<file path="config.mk">
export PLATFORM = sky130hd
export DESIGN_NAME = three_button_debounce_long_press_core
export DESIGN_NICKNAME = d
export VERILOG_FILES = /design/src/hdl/tbd_pkg.sv /design/src/hdl/three_button_debounce_long_press_core.sv
export SDC_FILE = /design/constraint.sdc
export NUM_CORES = 1
export LEC_CHECK = 0
export BUFFER_PORTS_ARGS = -buffer_cell sky130_fd_sc_hd__buf_4
export CELL_PAD_IN_SITES_DETAIL_PLACEMENT = 1
export CELL_PAD_IN_SITES_GLOBAL_PLACEMENT = 1
export CORE_MARGIN = 2
export CORE_UTILIZATION = 50
export DETAILED_ROUTE_END_ITERATION = 16
export PLACE_DENSITY = 0.95
export SYNTH_ARGS = -nofsm -noshare
export SYNTH_HDL_FRONTEND = slang
export SYNTH_SLANG_ARGS = --single-unit
</file>
<file path="constraint.sdc">
create_clock -name clk -period 29.7 [get_ports clk]
set_input_delay 5.94 -clock clk [delete_from_list [all_inputs] [get_ports clk]]
set_output_delay 5.94 -clock clk [all_outputs]
set_load 0.05 [all_outputs]
</file>
<file path="src/hdl/tbd_pkg.sv">
// Shared types and constants for the three-button debounce and long-press core.
package tbd_pkg;

  localparam int TICK_W = 16;
  localparam int NBTN   = 3;
  localparam int NFLAG  = 5;

  // Button positions in the level vectors.
  localparam int BTN_RS  = 0;
  localparam int BTN_INC = 1;
  localparam int BTN_DEC = 2;

  // Flag positions.
  localparam int F_PRESS_RS  = 0;
  localparam int F_PRESS_INC = 1;
  localparam int F_PRESS_DEC = 2;
  localparam int F_LONG_INC  = 3;
  localparam int F_LONG_DEC  = 4;

  localparam int CFG_IDX_W = 2;
  typedef enum logic [CFG_IDX_W-1:0] {
    CFG_LONG_PRESS   = 2'd0,
    CFG_RESET_REPEAT = 2'd1,
    CFG_PRESS_LEVEL  = 2'd2
  } cfg_idx_t;

  localparam logic [TICK_W-1:0] LONG_PRESS_RST   = 16'd300;
  localparam logic [TICK_W-1:0] RESET_REPEAT_RST = 16'd200;

  localparam int IN_DATA_W  = 8;
  localparam int OUT_DATA_W = 8;

  typedef struct packed {
    logic [4:0] clear_mask;
    logic       raw_dec;
    logic       raw_inc;
    logic       raw_reset;
  } in_item_t;

  typedef struct packed {
    logic [OUT_DATA_W-NFLAG-1:0] pad;
    logic                        long_dec;
    logic                        long_inc;
    logic                        press_dec;
    logic                        press_inc;
    logic                        press_reset;
  } out_item_t;

endpackage

</file>
<file path="src/hdl/three_button_debounce_long_press_core.sv">
// Three-button debounce with shared hold timer and long-press / auto-repeat flags.
// Takes one sample request per clock cycle while the output is not stalled and returns
// its flag result in the next cycle through an output register; a new request is taken
// whenever that register is empty or being drained, so full rate is one request per cycle.
// The cycle is set by the hold timer update: up to four chained 16-bit
// decrement-and-zero-checks from the timer register back to itself.
module three_button_debounce_long_press_core (
  input  logic                                clk,
  input  logic                                rst_n,
  input  logic                                in_tvalid,
  output logic                                in_tready,
  // raw_reset, raw_inc, raw_dec, clear_mask[4:0]
  input  logic [tbd_pkg::IN_DATA_W-1:0]       in_tdata,
  output logic                                out_tvalid,
  input  logic                                out_tready,
  // press_reset, press_inc, press_dec, long_inc, long_dec, 3 zero bits
  output logic [tbd_pkg::OUT_DATA_W-1:0]      out_tdata,
  input  logic                                cfg_we,
  input  logic [tbd_pkg::CFG_IDX_W-1:0]       cfg_index,
  input  logic [tbd_pkg::TICK_W-1:0]          cfg_data
);
  import tbd_pkg::*;

  logic [TICK_W-1:0] long_ticks_r;
  logic [TICK_W-1:0] repeat_ticks_r;
  logic              level_r;

  logic [NBTN-1:0]   hist_a_r, hist_a_nxt;
  logic [NBTN-1:0]   hist_b_r, hist_b_nxt;
  logic [NBTN-1:0]   stable_r, stable_nxt;
  logic [TICK_W-1:0] timer_r, timer_nxt;
  logic [NFLAG-1:0]  flags_r, flags_nxt;
  logic              out_valid_r;
  out_item_t         out_data_r;

  in_item_t          in_item;
  logic [NBTN-1:0]   raw;
  logic              accept;

  assign in_item   = in_tdata;
  assign raw       = {in_item.raw_dec, in_item.raw_inc, in_item.raw_reset};
  assign in_tready = !out_valid_r || out_tready;
  assign accept    = in_tvalid && in_tready;
  assign out_tvalid = out_valid_r;
  assign out_tdata  = out_data_r;

  always_ff @(posedge clk) begin
    if (!rst_n) begin
      long_ticks_r   <= LONG_PRESS_RST;
      repeat_ticks_r <= RESET_REPEAT_RST;
      level_r        <= 1'b0;
    end else if (cfg_we) begin
      unique case (cfg_index)
        CFG_LONG_PRESS:   long_ticks_r   <= cfg_data;
        CFG_RESET_REPEAT: repeat_ticks_r <= cfg_data;
        CFG_PRESS_LEVEL:  level_r        <= cfg_data[0];
        default: ;
      endcase
    end
  end

  always_comb begin
    logic [NFLAG-1:0]  f;
    logic [NBTN-1:0]   s;
    logic [TICK_W-1:0] t;
    logic              agree;
    f = flags_r & ~in_item.clear_mask;
    s = stable_r;
    t = timer_r;
    agree = 1'b0;

    for (int b = BTN_INC; b <= BTN_DEC; b++) begin
      agree = (hist_a_r[b] == hist_b_r[b]) && (hist_b_r[b] == raw[b]);
      if (agree) begin
        if (s[b] != raw[b]) begin
          s[b] = raw[b];
          if (raw[b] == level_r) begin
            t = long_ticks_r;
            f[F_PRESS_INC] = f[F_PRESS_INC] | (s[BTN_INC] == level_r);
            f[F_PRESS_DEC] = f[F_PRESS_DEC] | (s[BTN_DEC] == level_r);
            f[F_PRESS_RS]  = f[F_PRESS_RS]  | (s[BTN_RS]  == level_r);
          end
        end else begin
          t = t - TICK_W'(1);
          if (t == '0) begin
            if (raw[b] == level_r) begin
              f[F_LONG_INC] = f[F_LONG_INC] | (s[BTN_INC] == level_r);
              f[F_LONG_DEC] = f[F_LONG_DEC] | (s[BTN_DEC] == level_r);
            end
            t = long_ticks_r;
          end
        end
      end
    end

    agree = (hist_a_r[BTN_RS] == hist_b_r[BTN_RS]) && (hist_b_r[BTN_RS] == raw[BTN_RS]);
    if (agree) begin
      if (s[BTN_RS] != raw[BTN_RS]) begin
        s[BTN_RS] = raw[BTN_RS];
        if (raw[BTN_RS] == level_r) begin
          t = repeat_ticks_r;
          f[F_PRESS_INC] = f[F_PRESS_INC] | (s[BTN_INC] == level_r);
          f[F_PRESS_DEC] = f[F_PRESS_DEC] | (s[BTN_DEC] == level_r);
          f[F_PRESS_RS]  = f[F_PRESS_RS]  | (s[BTN_RS]  == level_r);
        end
      end else begin
        t = t - TICK_W'(1);
        if (t == '0) begin
          s[BTN_RS] = ~level_r;
          t = repeat_ticks_r;
        end
      end
    end

    // all three held: one extra countdown step
    if ((s[BTN_INC] == level_r) && (s[BTN_DEC] == level_r) && (s[BTN_RS] == level_r)) begin
      t = t - TICK_W'(1);
      if (t == '0) begin
        s[BTN_RS] = ~level_r;
        t = repeat_ticks_r;
      end
    end

    hist_a_nxt = hist_b_r;
    hist_b_nxt = raw;
    stable_nxt = s;
    timer_nxt  = t;
    flags_nxt  = f;
  end

  always_ff @(posedge clk) begin
    if (!rst_n) begin
      hist_a_r    <= '1;
      hist_b_r    <= '1;
      stable_r    <= '1;
      timer_r     <= LONG_PRESS_RST;
      flags_r     <= '0;
      out_valid_r <= 1'b0;
    end else if (accept) begin
      hist_a_r    <= hist_a_nxt;
      hist_b_r    <= hist_b_nxt;
      stable_r    <= stable_nxt;
      timer_r     <= timer_nxt;
      flags_r     <= flags_nxt;
      out_valid_r <= 1'b1;
    end else if (out_tready) begin
      out_valid_r <= 1'b0;
    end
  end

  always_ff @(posedge clk) begin
    if (accept) begin
      out_data_r <= '{pad: '0,
                      long_dec: flags_nxt[F_LONG_DEC],
                      long_inc: flags_nxt[F_LONG_INC],
                      press_dec: flags_nxt[F_PRESS_DEC],
                      press_inc: flags_nxt[F_PRESS_INC],
                      press_reset: flags_nxt[F_PRESS_RS]};
    end
  end

  a_accept_gives_result: assert property (@(posedge clk) disable iff (!rst_n)
    accept |=> out_valid_r)
    else $error("accepted request produced no result");

  a_state_holds_when_idle: assert property (@(posedge clk) disable iff (!rst_n)
    !accept |=> $stable(timer_r) && $stable(flags_r) && $stable(stable_r))
    else $error("debounce state changed without a request");

  a_result_matches_flags: assert property (@(posedge clk) disable iff (!rst_n)
    out_valid_r |-> (out_data_r[NFLAG-1:0] == flags_r))
    else $error("result register out of step with flag state");

  a_held_result_stable: assert property (@(posedge clk) disable iff (!rst_n)
    out_valid_r && !out_tready |=> out_valid_r && $stable(out_data_r))
    else $error("stalled result dropped or changed");

endmodule

</file>
After elaboration in Yosys (flattened, before gate mapping)
Cells that the tools add are included.

Register bits: 69. Bits of input ports: 31. Logic and storage cells: 111.

$add $sub $neg: 4. Equality and inequality tests: 20. Muxes and demuxes: 40. Bitwise gates (word level): 16. Reductions and logical operators: 17.

Operator list (number): $mux 16 (14); $logic_not 16->1 (4); $sub 16x1->16 const B (4); $mux 3 (7); $eq 1x1->1 (15); $or 1x1->1 (13); $mux 2 (6); $mux 1 (11); $mux 5 (2); $logic_and 1x1->1 (6); $reduce_and 2->1 (3); $and 5x5->5 (1); $not 5->5 (1); $ne 1x1->1 (3); $eq 2x1->1 const B (1); $eq 2x2->1 const B (1); $logic_not 2->1 (1); $reduce_bool 2->1 (1); $logic_not 1->1 (1); $logic_or 1x1->1 (1); $not 1->1 (1).

Depth between registers and ports, before layout
Gate-level depths: netlist of run 1.

Word-level depth: 19. Mapped depth: 47. Depth with buffers taken out: 39.

Worst setup path after synthesis of run 1
No wires, ideal clock.

Path type: input-to-reg. From: input port in_tdata[1] (netlist bit). To: register stable_r[0]. Data arrival time: 14.323 ns. Data required time: 29.567 ns. Slack: 15.244 ns. Stages on the path: 41. Cell sequence: clkbuf_1 -> nand3_1 -> nand2_1 -> o21ai_0 -> nor3_1 -> a32oi_2 -> o311ai_4 -> inv_2 -> ha_1 -> clkbuf_1 -> inv_1 -> nor4_1 -> nand4_1 -> and2_1 -> a2111oi_4 -> nand2_2 -> a21oi_1 -> a31o_2 -> (+5 left out) -> a21oi_1 -> nand2_1 -> or4_4 -> a22o_1 -> nor4_2 -> nor2_1 -> o311ai_4 -> clkbuf_1 -> ha_1 -> xor2_1 -> nand4b_1 -> or4b_2 -> a221oi_1 -> and4_1 -> buf_6 -> buf_6 -> a21oi_1 -> nand4b_1.

Word-level cells in the longest chain between the ends: 18.

Ends and longest elaborated chain: start, declared (line three_button_debounce_long_press_core.sv:13) `input logic [tbd_pkg::IN_DATA_W-1:0] in_tdata,`; $eq 1x1->1 (line three_button_debounce_long_press_core.sv:77) `if (raw[b] == level_r) begin`; $mux 16 (line three_button_debounce_long_press_core.sv:77); $mux 16 (line three_button_debounce_long_press_core.sv:75) `if (s[b] != raw[b]) begin`; $mux 16 (line three_button_debounce_long_press_core.sv:74) `if (agree) begin`; $sub 16x1->16 (line three_button_debounce_long_press_core.sv:84) `t = t - TICK_W'(1);`; $logic_not 16->1 (line three_button_debounce_long_press_core.sv:85) `if (t == '0) begin`; $mux 16 (line three_button_debounce_long_press_core.sv:85); $mux 16 (line three_button_debounce_long_press_core.sv:75); (+2 left out); $logic_not 16->1 (line three_button_debounce_long_press_core.sv:108) `if (t == '0) begin`; $mux 16 (line three_button_debounce_long_press_core.sv:108); $mux 16 (line three_button_debounce_long_press_core.sv:98) `if (s[BTN_RS] != raw[BTN_RS]) begin`; $mux 16 (line three_button_debounce_long_press_core.sv:97) `if (agree) begin`; $sub 16x1->16 (line three_button_debounce_long_press_core.sv:117) `t = t - TICK_W'(1);`; $logic_not 16->1 (line three_button_debounce_long_press_core.sv:118) `if (t == '0) begin`; $mux 1 (line three_button_debounce_long_press_core.sv:118); $mux 1 (*) (line three_button_debounce_long_press_core.sv:116) `if ((s[BTN_INC] == level_r) && (s[BTN_DEC] == level_r) && (s[BTN_RS] == level_r)) begin`; end signal, assigned (line three_button_debounce_long_press_core.sv:142) `stable_r <= stable_nxt;`; end, declared (line three_button_debounce_long_press_core.sv:30) `logic [NBTN-1:0] stable_r, stable_nxt;`.

Every way passes the cells marked *; elsewhere a longest branch is shown, timed or not. A chain may end at the register's enable or synchronous reset.

Worst setup path in the final report of run 1
From: input port in_tdata[1] (netlist bit). To: register timer_r[6].

Word-level cells in the longest chain between the ends: 18.

Ends and longest elaborated chain: $eq 1x1->1 (line three_button_debounce_long_press_core.sv:77); $mux 16 (line three_button_debounce_long_press_core.sv:77); $mux 16 (line three_button_debounce_long_press_core.sv:75); $mux 16 (line three_button_debounce_long_press_core.sv:74); $sub 16x1->16 (line three_button_debounce_long_press_core.sv:84); $logic_not 16->1 (line three_button_debounce_long_press_core.sv:85); $mux 16 (line three_button_debounce_long_press_core.sv:85); $mux 16 (line three_button_debounce_long_press_core.sv:75); (+2 left out); $logic_not 16->1 (line three_button_debounce_long_press_core.sv:108); $mux 16 (line three_button_debounce_long_press_core.sv:108); $mux 16 (line three_button_debounce_long_press_core.sv:98); $mux 16 (line three_button_debounce_long_press_core.sv:97); $sub 16x1->16 (line three_button_debounce_long_press_core.sv:117); $logic_not 16->1 (line three_button_debounce_long_press_core.sv:118); $mux 16 (line three_button_debounce_long_press_core.sv:118); $mux 16 (*) (line three_button_debounce_long_press_core.sv:116); end signal, assigned (line three_button_debounce_long_press_core.sv:143) `timer_r <= timer_nxt;`; end, declared (line three_button_debounce_long_press_core.sv:31) `logic [TICK_W-1:0] timer_r, timer_nxt;`.

Marked as above.

==> metrics, run 1 <==
outcome=finished clean; peak supply drop=0.00003268 V; met2 WL post-DR=15400 um; routed wirelength normalized by instance count=27.37 um; root buffer cell=clkbuf_16; setup bufs post-CTS=0; Worst Tran Pin Value=1138 ps; initial core utilization=50.80%; portion of total power attributed to the clock network=26.3%; Placeable Area=0.01509 mm^2; number of setup violations in the final report=0; TritonCTS clock tree=yes; top layer used by detailed routing=met4; number of resized instances in the post-cts repair step=0; final instance area=0.008219 mm^2; number of standard cells in the final layout excluding fillers=1264; Final Hold Violating Endpoints=0; count of cell types in the netlist=108; highest net fanout along the worst path=27; post-layout minimum cycle time=16720 ps; hold buffer count at CTS=0; via count of the first global-routing pass=9391; I/O Pins=41; slowest stage delay, CP=730 ps; proportion of register bits with asynchronous set or reset after synthesis=0%; Num CTS Buffers=9; pwr dens=52.50 mW/mm^2; share of the yosys chip area belonging to registers=18.67%; FILL cells=1957; die outline area=0.01634 mm^2; Iter 0 DRT Violations=1142; gr ovfl total=0; P_int=0.0002309 W; Syn-to-layout area delta=7.231%; aggregate global-route resource usage=42.09%; Num Clock Sinks=69; die width=127.8 um; Rows=45; WL met3=3581 um; Total Nets Final=1110; r2r worst-path depth=34; kind of critical path=in2reg; synthesized instance count=1089; Die H=127.8 um; number of input and output port buffers inserted=37; detailed-routing wirelength on met1=13030 um; Achievable Freq=0.05980 GHz; cell with the biggest individual delay on the critical path=and4_1; final core occ=54.47%; pin count of the biggest net entering global routing=65; via density per instance=7.560; overall routed net length=34600 um; Pre-Repair DR Iteration Count=6; switching component of the power=0.0002006 W; Leakage Power=2.856 nW; period utilization=56.30%; remaining antenna violation count=0; critical path capture point type=register; most frequently used flop master after synthesis=dfxtp_1; part of the total power dissipated in combinational logic=47.2%; Data arrival, critical path=16990 ps; HPWL Detailed=25680 um; CP required=29970 ps; portion of total power attributed to sequential cells=26.5%; most common cell after layout, fill and taps aside=nand2_1; Hold Path Stages=2; setup repair after global routing missed its margin=false; synthesis warning total=0; worst clock skew=13.31 ps; placed cell areas=0.007913 mm^2; H-tree lvl count=3; netlist area before placement=0.007665 mm^2; share of cells above drive strength 1=11.90%; flop and latch count out of synthesis=69; DRC violation count after routing=0; routed vias=9556; initial antenna violation count=0; number of pins exceeding their max-slew limit in the final report=0; Bufs on Longest Clock Path=2; normalized max-slew margin=23.83%; final setup TNS=0 ps; type of origin of the critical path=primary input; Net Sw Frac=46.49%; Ant. Diodes=0; commonest cells after routing, fill and taps aside=nand2_1 (165), nor2_1 (84), a21oi_1 (64), dfxtp_1 (64), o21ai_0 (60); overall power consumption=0.0004315 W; gpl congestion=1.064; latest clock arrival within the worst-skew pair=360 ps; global-route wire length before repair=53360 um; Post-synth EDFFs=5; maximum capacitance violations=0; Post-Syn Area per Cell=7.038 um^2; clock transition at the registers of the reported paths=70 ps; Hold/Removal Path Class=reg2reg; number of placed instances with taps included=1248
-- cell usage after synthesis (all sizes together), types with 14 or more instances --
cell type  number  area share, %
a21boi         32            3.1
a21oi          66            4.4
a31oi          29            2.7
buf            23            2.1
clkbuf         58            2.8
dfxtp          64             17
inv            24            1.2
nand2         166            8.2
nand3          44            3.1
nand4          24            2.0
nor2           85            4.2
nor3           31            2.4
nor4           16            1.8
o211ai         19            1.9
o21ai          67            4.4
o22ai          25            2.0
or3            16            1.3
xnor2          20            2.4
xor2           14            1.6
-- power groups by stage --
stage / combinational (W) / clock [W] / sequential (W)
6_report: 0.000204 / 0.000114 / 0.000114
5_1_grt: 0.000215 / 0.000118 / 0.000114
4_1_cts: 0.000195 / 0.000114 / 0.000113
3_5_place_dp: 0.000192 / 0 / 0.000115
3_3_place_gp: 0.000187 / 0 / 0.000114
2_1_floorplan: 0.000141 / 0 / 0.000107
-- critical path, delay by kind of cell --
kind,cells,cell delay [ps]
AND/OR/NAND/NOR,17,5290
AO/OA/AOI/OAI,13,4000
adder cells (fa/ha/maj),3,1030
buffers and inverters,3,520
XOR/XNOR,1,170
-- metal layers --
metal,track usage [%],vias to the layer above
li1,-,4092
met1,52.35,4618
met2,66.88,644
met3,7.805,202
met4,27.21,0
met5,0,-
-- cell type report --
cell class	count	area, um^2	share of cell area, %
multi-input combinational	916	5774	70.25
tap	188	235.2	2.862
inverter	25	96.34	1.172
timing repair buffer	50	375.4	4.567
sequential	69	1431	17.42
clock buffer	9	225.2	2.740
clock inverter	7	81.33	0.9895
-- state kept, by name, summed over array words and instances, names as in the netlist --
signal	cells
repeat_ticks_r	16
out_tdata	5
hist_a_r	3
hist_a_nxt	3
level_r	1
flags_r	5
timer_r	16
long_ticks_r	16
stable_r	3
out_tvalid	1
-- logic make-up (layout without fill, tap and decap cells) --
kind of cell	Yosys count	after routing	synth area share (%)
muxes	8	8	1.061
buffers and inverters	106	91	6.154
xor gates and xnor gates	34	34	3.983
other	1	3	0.04892
adders and majority gates	8	8	1.306
DFF	69	69	18.67
and+or+nand+nor	480	480	32.76
AOI/OAI and AO/OA	383	383	36.01
-- path summary, 6_finish.rpt --
check | startpoint | end | slack, ps
setup / recovery | in_tdata[1] | timer_r[6] | 12980
hold / removal | flags_r[0] | flags_r[0] | 490
setup reg to reg | timer_r[1] | timer_r[6] | 17500
hold reg to reg | flags_r[0] | flags_r[0] | 490
-- metrics by stage --
step	hold WS [ps]	setup WS, ps
after floorplan	443.9	15240
after global placement	454.6	13570
after detailed placement	485.7	13020
after CTS	494.6	13360
after global routing	528.3	12340
final	490.3	12980
Power figures use the tool's default switching activity.
==> run 2, diff against run 1 <==
Settings changed: ABC_AREA set to 1, CORE_UTILIZATION 50 to 40, PLACE_DENSITY 0.95 to 0.87.
Clock period 29.7 ns to 13.7 ns, I/O delays scaled along.
==> metrics, run 2 <==
DRC violation count after routing=0; Post-Route Hold Slack=482.9 ps; CP required=13900 ps; Pre-Repair DR Iteration Count=5; Achievable Freq=0.1010 GHz; Leakage Power=4.032 nW; I/O Pins=41; clock transition at the registers of the reported paths=60 ps; largest registers ranked by flip-flop count=long_ticks_r x16, repeat_ticks_r x16, timer_r x16; kind of critical path=in2reg; number of pins exceeding their max-slew limit in the final report=0; gr ovfl total=0; netlist area before placement=0.007888 mm^2; initial antenna violation count=0; Rows=51; Ant. Diodes=0; Synth top area share=16.32%; Total Nets Final=1383; routed wirelength normalized by instance count=19.72 um; portion of total power attributed to sequential cells=24.3%; initial core utilization=40.66%; flop and latch count out of synthesis=69; worst reg-to-reg setup slack=5730 ps; die outline area=0.02086 mm^2; FILL cells=2737; count of cell types in the netlist=52; Die H=144.4 um; number of resized instances in the post-cts repair step=0; Worst Tran Pin Value=819.0 ps; routed vias=9264; Hold/Removal Path Class=reg2reg; pin count of the biggest net entering global routing=55; maximum capacitance violations=0; portion of total power attributed to the clock network=23.9%; latest clock arrival within the worst-skew pair=350 ps; placed cell areas=0.008298 mm^2; commonest cells after routing, fill and taps aside=nand2_1 (343), inv_1 (164), nand3_1 (117); commonest cells in the netlist=nand2_1 (343), inv_1 (164), nand3_1 (117), nor2_1 (109); final setup TNS=0 ps; Num CTS Buffers=9; Syn-to-layout area delta=8.899%; Post-Syn Area per Cell=5.904 um^2; hold buffer count at CTS=0; outcome=finished clean; H-tree lvl count=3; Synth area leaders=nand2_1 (16%), dfxtp_1 (16%), inv_1 (7.8%); share of the yosys chip area belonging to registers=18.15%; via density per instance=5.740; proportion of register bits with asynchronous set or reset after synthesis=0%; Data arrival, critical path=10100 ps; final instance area=0.008589 mm^2; via count of the first global-routing pass=9029; footprint of the multi-input gates=0.005495 mm^2; Post-synth EDFFs=5; Final Hold Violating Endpoints=0; remaining antenna violation count=0; P_int=0.0005035 W; most frequently used cell type in the post-synthesis netlist=nand2_1; setup bufs post-CTS=0; largest area contributor in the synthesized netlist=nand2_1; most common cell after layout, fill and taps aside=nand2_1; number of setup violations in the final report=0; switching component of the power=0.0005003 W; overall routed net length=31820 um; aggregate global-route resource usage=30.67%; TritonCTS clock tree=yes; type of origin of the critical path=primary input; pwr dens=116.9 mW/mm^2; setup repair after global routing missed its margin=false; period utilization=72.26%; Most common cell on crit path=nand2_1; slowest stage delay, CP=610 ps; peak supply drop=0.00005965 V; most frequently used flop master after synthesis=dfxtp_1; post-layout minimum cycle time=9899 ps; Iter 0 DRT Violations=843; share of cells above drive strength 1=16.75%; Placeable Area=0.01940 mm^2; synthesized instance count=1336; cell with the biggest individual delay on the critical path=nand2_1; area used by sequential logic in the layout=0.001431 mm^2; HPWL Detailed=24650 um; number of input and output port buffers inserted=37; highest net fanout along the worst path=25; gpl congestion=0.9827; Num Clock Sinks=69; normalized max-slew margin=45.27%; die width=144.4 um; Bufs on Longest Clock Path=2; Net Sw Frac=49.84%; worst clock skew=10.18 ps; global-route wire length before repair=49150 um; root buffer cell=clkbuf_16; critical path capture point type=register; part of the total power dissipated in combinational logic=51.9%; synthesis warning total=0
==> run 2: changes by cell type after synthesis, sizes merged, moves of 15 or more <==
cell / before / now
nand2: 166 / 421
inv: 24 / 180
nand3: 44 / 141
nor2: 85 / 149
a21boi: 32 / 2
o21ai: 67 / 96
clkbuf: 58 / 30
o22ai: 25 / 1
a31oi: 29 / 8
nor3: 31 / 13
a21oi: 66 / 83
nor4: 16 / 0
xnor2: 20 / 4
or3: 16 / 1
==> run 2: final timing paths <==
check,startpoint,to,cells past startpoint
min,hist_a_nxt[0],hist_a_nxt[0],2
max,in_tdata[1],timer_r[0],45
min reg2reg,hist_a_nxt[0],hist_a_nxt[0],2
max reg2reg,timer_r[0],timer_r[0],55
==> run 2: power by group through the flow <==
stage / Sequential (W) / Clock [W] / Combinational, W
2_1_floorplan: 0.000241 / 0 / 0.000373
3_3_place_gp: 0.000245 / 0 / 0.000494
3_5_place_dp: 0.000246 / 0 / 0.000508
4_1_cts: 0.000242 / 0.000241 / 0.000512
5_1_grt: 0.000245 / 0.000250 / 0.000570
6_report: 0.000244 / 0.000240 / 0.000521
==> run 2: through the flow <==
step	power [W]	setup slack, ps	instances	utilization [%]
floorplan	0.0006137	5727	1338	-
global placement	0.0007390	4096	1598	42.78
detailed placement	0.0007539	3729	1598	42.78
CTS	0.0009951	4030	1614	44.28
global route	0.001064	3247	1614	44.28
finish	0.001004	3801	1614	44.28
==> run 2: kinds of logic after synthesis <==
| group | after synthesis | synth area share, % |
|---|---|---|
| other | 1 | 0.04754 |
| adders and majority gates | 8 | 1.269 |
| buffers and inverters | 236 | 12.31 |
| AOI/OAI and AO/OA | 236 | 16.96 |
| DFF | 69 | 18.15 |
| and+or+nand+nor | 772 | 49.71 |
| xor gates and xnor gates | 14 | 1.554 |
==> run 2: cell type report <==
cell class / instances / area share (%)
Sequential cell: 69 / 16.66
Clock buffer: 10 / 2.666
Inverter: 186 / 8.172
Clock inverter: 6 / 0.7283
Timing Repair Buffer: 45 / 3.933
Tap cell: 265 / 3.860
Multi-Input combinational cell: 1033 / 63.98
==> run 2: critical path: cells and delay by family <==
family,cells,cell delay (ps)
and+or+nand+nor,35,5470
AOI/OAI and AO/OA,3,530
adders and majority gates,2,530
buffers and inverters,5,790
==> run 2: layer usage <==
layer	up-vias	wire length (um)	GRT usage (%)
li1	4368	-	-
met1	4489	13700	38.82
met2	324	15210	52.73
met3	83	1710	4.470
met4	0	1202	11.45
met5	-	0	0
==> run 3, diff against run 2 <==
Clock period 13.7 ns to 8.2 ns, I/O delays scaled along.
==> metrics, run 3 (same netlist as run 2, synthesis figures left out) <==
outcome=finished clean; Final Hold Violating Endpoints=0; worst reg-to-reg setup slack=690 ps; Bufs on Longest Clock Path=2; period utilization=92.52%; WL met3=1661 um; gpl congestion=0.9734; gr ovfl total=0; initial core utilization=40.66%; DRC violation count after routing=0; Ant. Diodes=0; clock transition at the registers of the reported paths=60 ps; Hold/Removal Path Class=reg2reg; Worst Tran Pin Value=1054 ps; portion of total power attributed to sequential cells=23.8%; via density per instance=5.652; final setup TNS=0 ps; most common cell after layout, fill and taps aside=nand2_1; pin count of the biggest net entering global routing=55; Total Nets Final=1397; initial antenna violation count=0; number of placed instances with taps included=1612; Placeable Area=0.01940 mm^2; Achievable Freq=0.1318 GHz; die outline area=0.02086 mm^2; aggregate global-route resource usage=30.77%; setup bufs post-CTS=0; Iter 0 DRT Violations=852; Most common cell on crit path=nand2_1; met2 WL post-DR=15150 um; remaining antenna violation count=0; CP required=8450 ps; top layer used by detailed routing=met4; Die H=144.4 um; critical path capture point type=register; number of resized instances in the post-cts repair step=0; number of standard cells in the final layout excluding fillers=1628; slowest stage delay, CP=360 ps; HPWL Detailed=24480 um; P_int=0.0008571 W; die width=144.4 um; normalized max-slew margin=29.56%; latest clock arrival within the worst-skew pair=350 ps; share of cells above drive strength 1=17.83%; worst clock skew=11.16 ps; portion of total power attributed to the clock network=23.9%; peak supply drop=0.0001073 V; launching point of the worst reg2reg path=timer_r[0]; TritonCTS clock tree=yes; pwr dens=195.2 mW/mm^2; global-route wire length before repair=49160 um; kind of critical path=in2reg; maximum capacitance violations=0; number of setup violations in the final report=0; switching component of the power=0.0008431 W; overall routed net length=31490 um; commonest cells after routing, fill and taps aside=nand2_1 (343), inv_1 (164), nand3_1 (117); setup repair after global routing missed its margin=false; Pre-Repair DR Iteration Count=5; CP top delay family=simple AND/OR/NAND/NOR gates; I/O Pins=41; via count of the first global-routing pass=9017; Hold Path Stages=2; Leakage Power=4.104 nW; end point of the most critical hold path=hist_a_nxt[0]; Syn-to-layout area delta=10.41%; Data arrival, critical path=7830 ps; r2r worst-path depth=52; Num CTS Buffers=9; routed wirelength normalized by instance count=19.35 um; part of the total power dissipated in combinational logic=52.3%; post-layout minimum cycle time=7587 ps; number of pins exceeding their max-slew limit in the final report=0; number of input and output port buffers inserted=37; cell with the biggest individual delay on the critical path=or3_1; CP bufs+invs=6; Net Sw Frac=49.59%; H-tree lvl count=3; root buffer cell=clkbuf_16; Rows=51; Num Clock Sinks=69; type of origin of the critical path=primary input; detailed-routing wirelength on met1=13490 um; largest registers ranked by flip-flop count=long_ticks_r x16, repeat_ticks_r x16, timer_r x16; routed vias=9202; reg-to-reg endpoint=stable_r[0]; highest net fanout along the worst path=18; worst min-delay path startpoint=hist_a_nxt[0]; hold buffer count at CTS=0
==> run 3: cell types whose count changed in the layout (fill, tap and decap cells not counted), sizes merged <==
cell	change
buf	+14
clkinvlp	+1
clkinv	-1
==> run 3: worst min-delay path: cells and delay by family (launching register included) <==
family             cells  cell delay [ps]
DFF                    1              330
AOI/OAI and AO/OA      1               70
and+or+nand+nor        1               50
==> run 3: worst max-delay path by stage <==
stage                 from          end  slack (ps)  cells past startpoint
2_1_floorplan  in_tdata[1]   timer_r[1]        1330                     51
3_3_place_gp   in_tdata[1]  stable_r[0]         510                     44
3_5_place_dp   in_tdata[1]  stable_r[0]         240                     45
4_1_cts        in_tdata[1]  stable_r[0]         570                     45
5_1_grt        in_tdata[1]   timer_r[1]           7                     47
6_report       in_tdata[1]  stable_r[0]         610                     47
==> run 3: power by group through the flow <==
stage	sequential [W]	clock (W)	combinational, W
finish	0.000405	0.000407	0.000889
global route	0.000407	0.000422	0.000975
CTS	0.000403	0.000407	0.000875
detailed placement	0.000410	0	0.000864
global placement	0.000408	0	0.000840
floorplan	0.000403	0	0.000623
==> run 3: layout make-up <==
type	instances	area (um^2)
Clock buffer	10	229.0
Clock inverter	6	63.81
Fill cell	2751	10690
Inverter	186	705.7
Multi-Input combinational cell	1033	5504
Sequential cell	69	1431
Tap cell	265	331.6
Timing Repair Buffer	59	442.9
==> run 3: routing by layer <==
metal  vias to the layer above  GRT usage, %
met5                         -             0
met4                         0         12.77
met3                        72         4.735
met2                       266         52.41
met1                      4476         38.70
li1                       4388             -
==> run 3: through the flow <==
| step | setup slack, ps | util (%) | hold slack, ps | area (um^2) | power, W |
|---|---|---|---|---|---|
| final | 613.0 | 44.89 | 483.3 | 8708 | 0.001700 |
| after global routing | 6.838 | 44.89 | 502.4 | 8708 | 0.001804 |
| after CTS | 567.2 | 44.83 | 479.4 | 8696 | 0.001685 |
| after detailed placement | 242.6 | 43.32 | 463.9 | 8403 | 0.001274 |
| after global placement | 506.0 | 43.32 | 461.5 | 8403 | 0.001248 |
| after floorplan | 1327 | - | 446.0 | 7895 | 0.001025 |
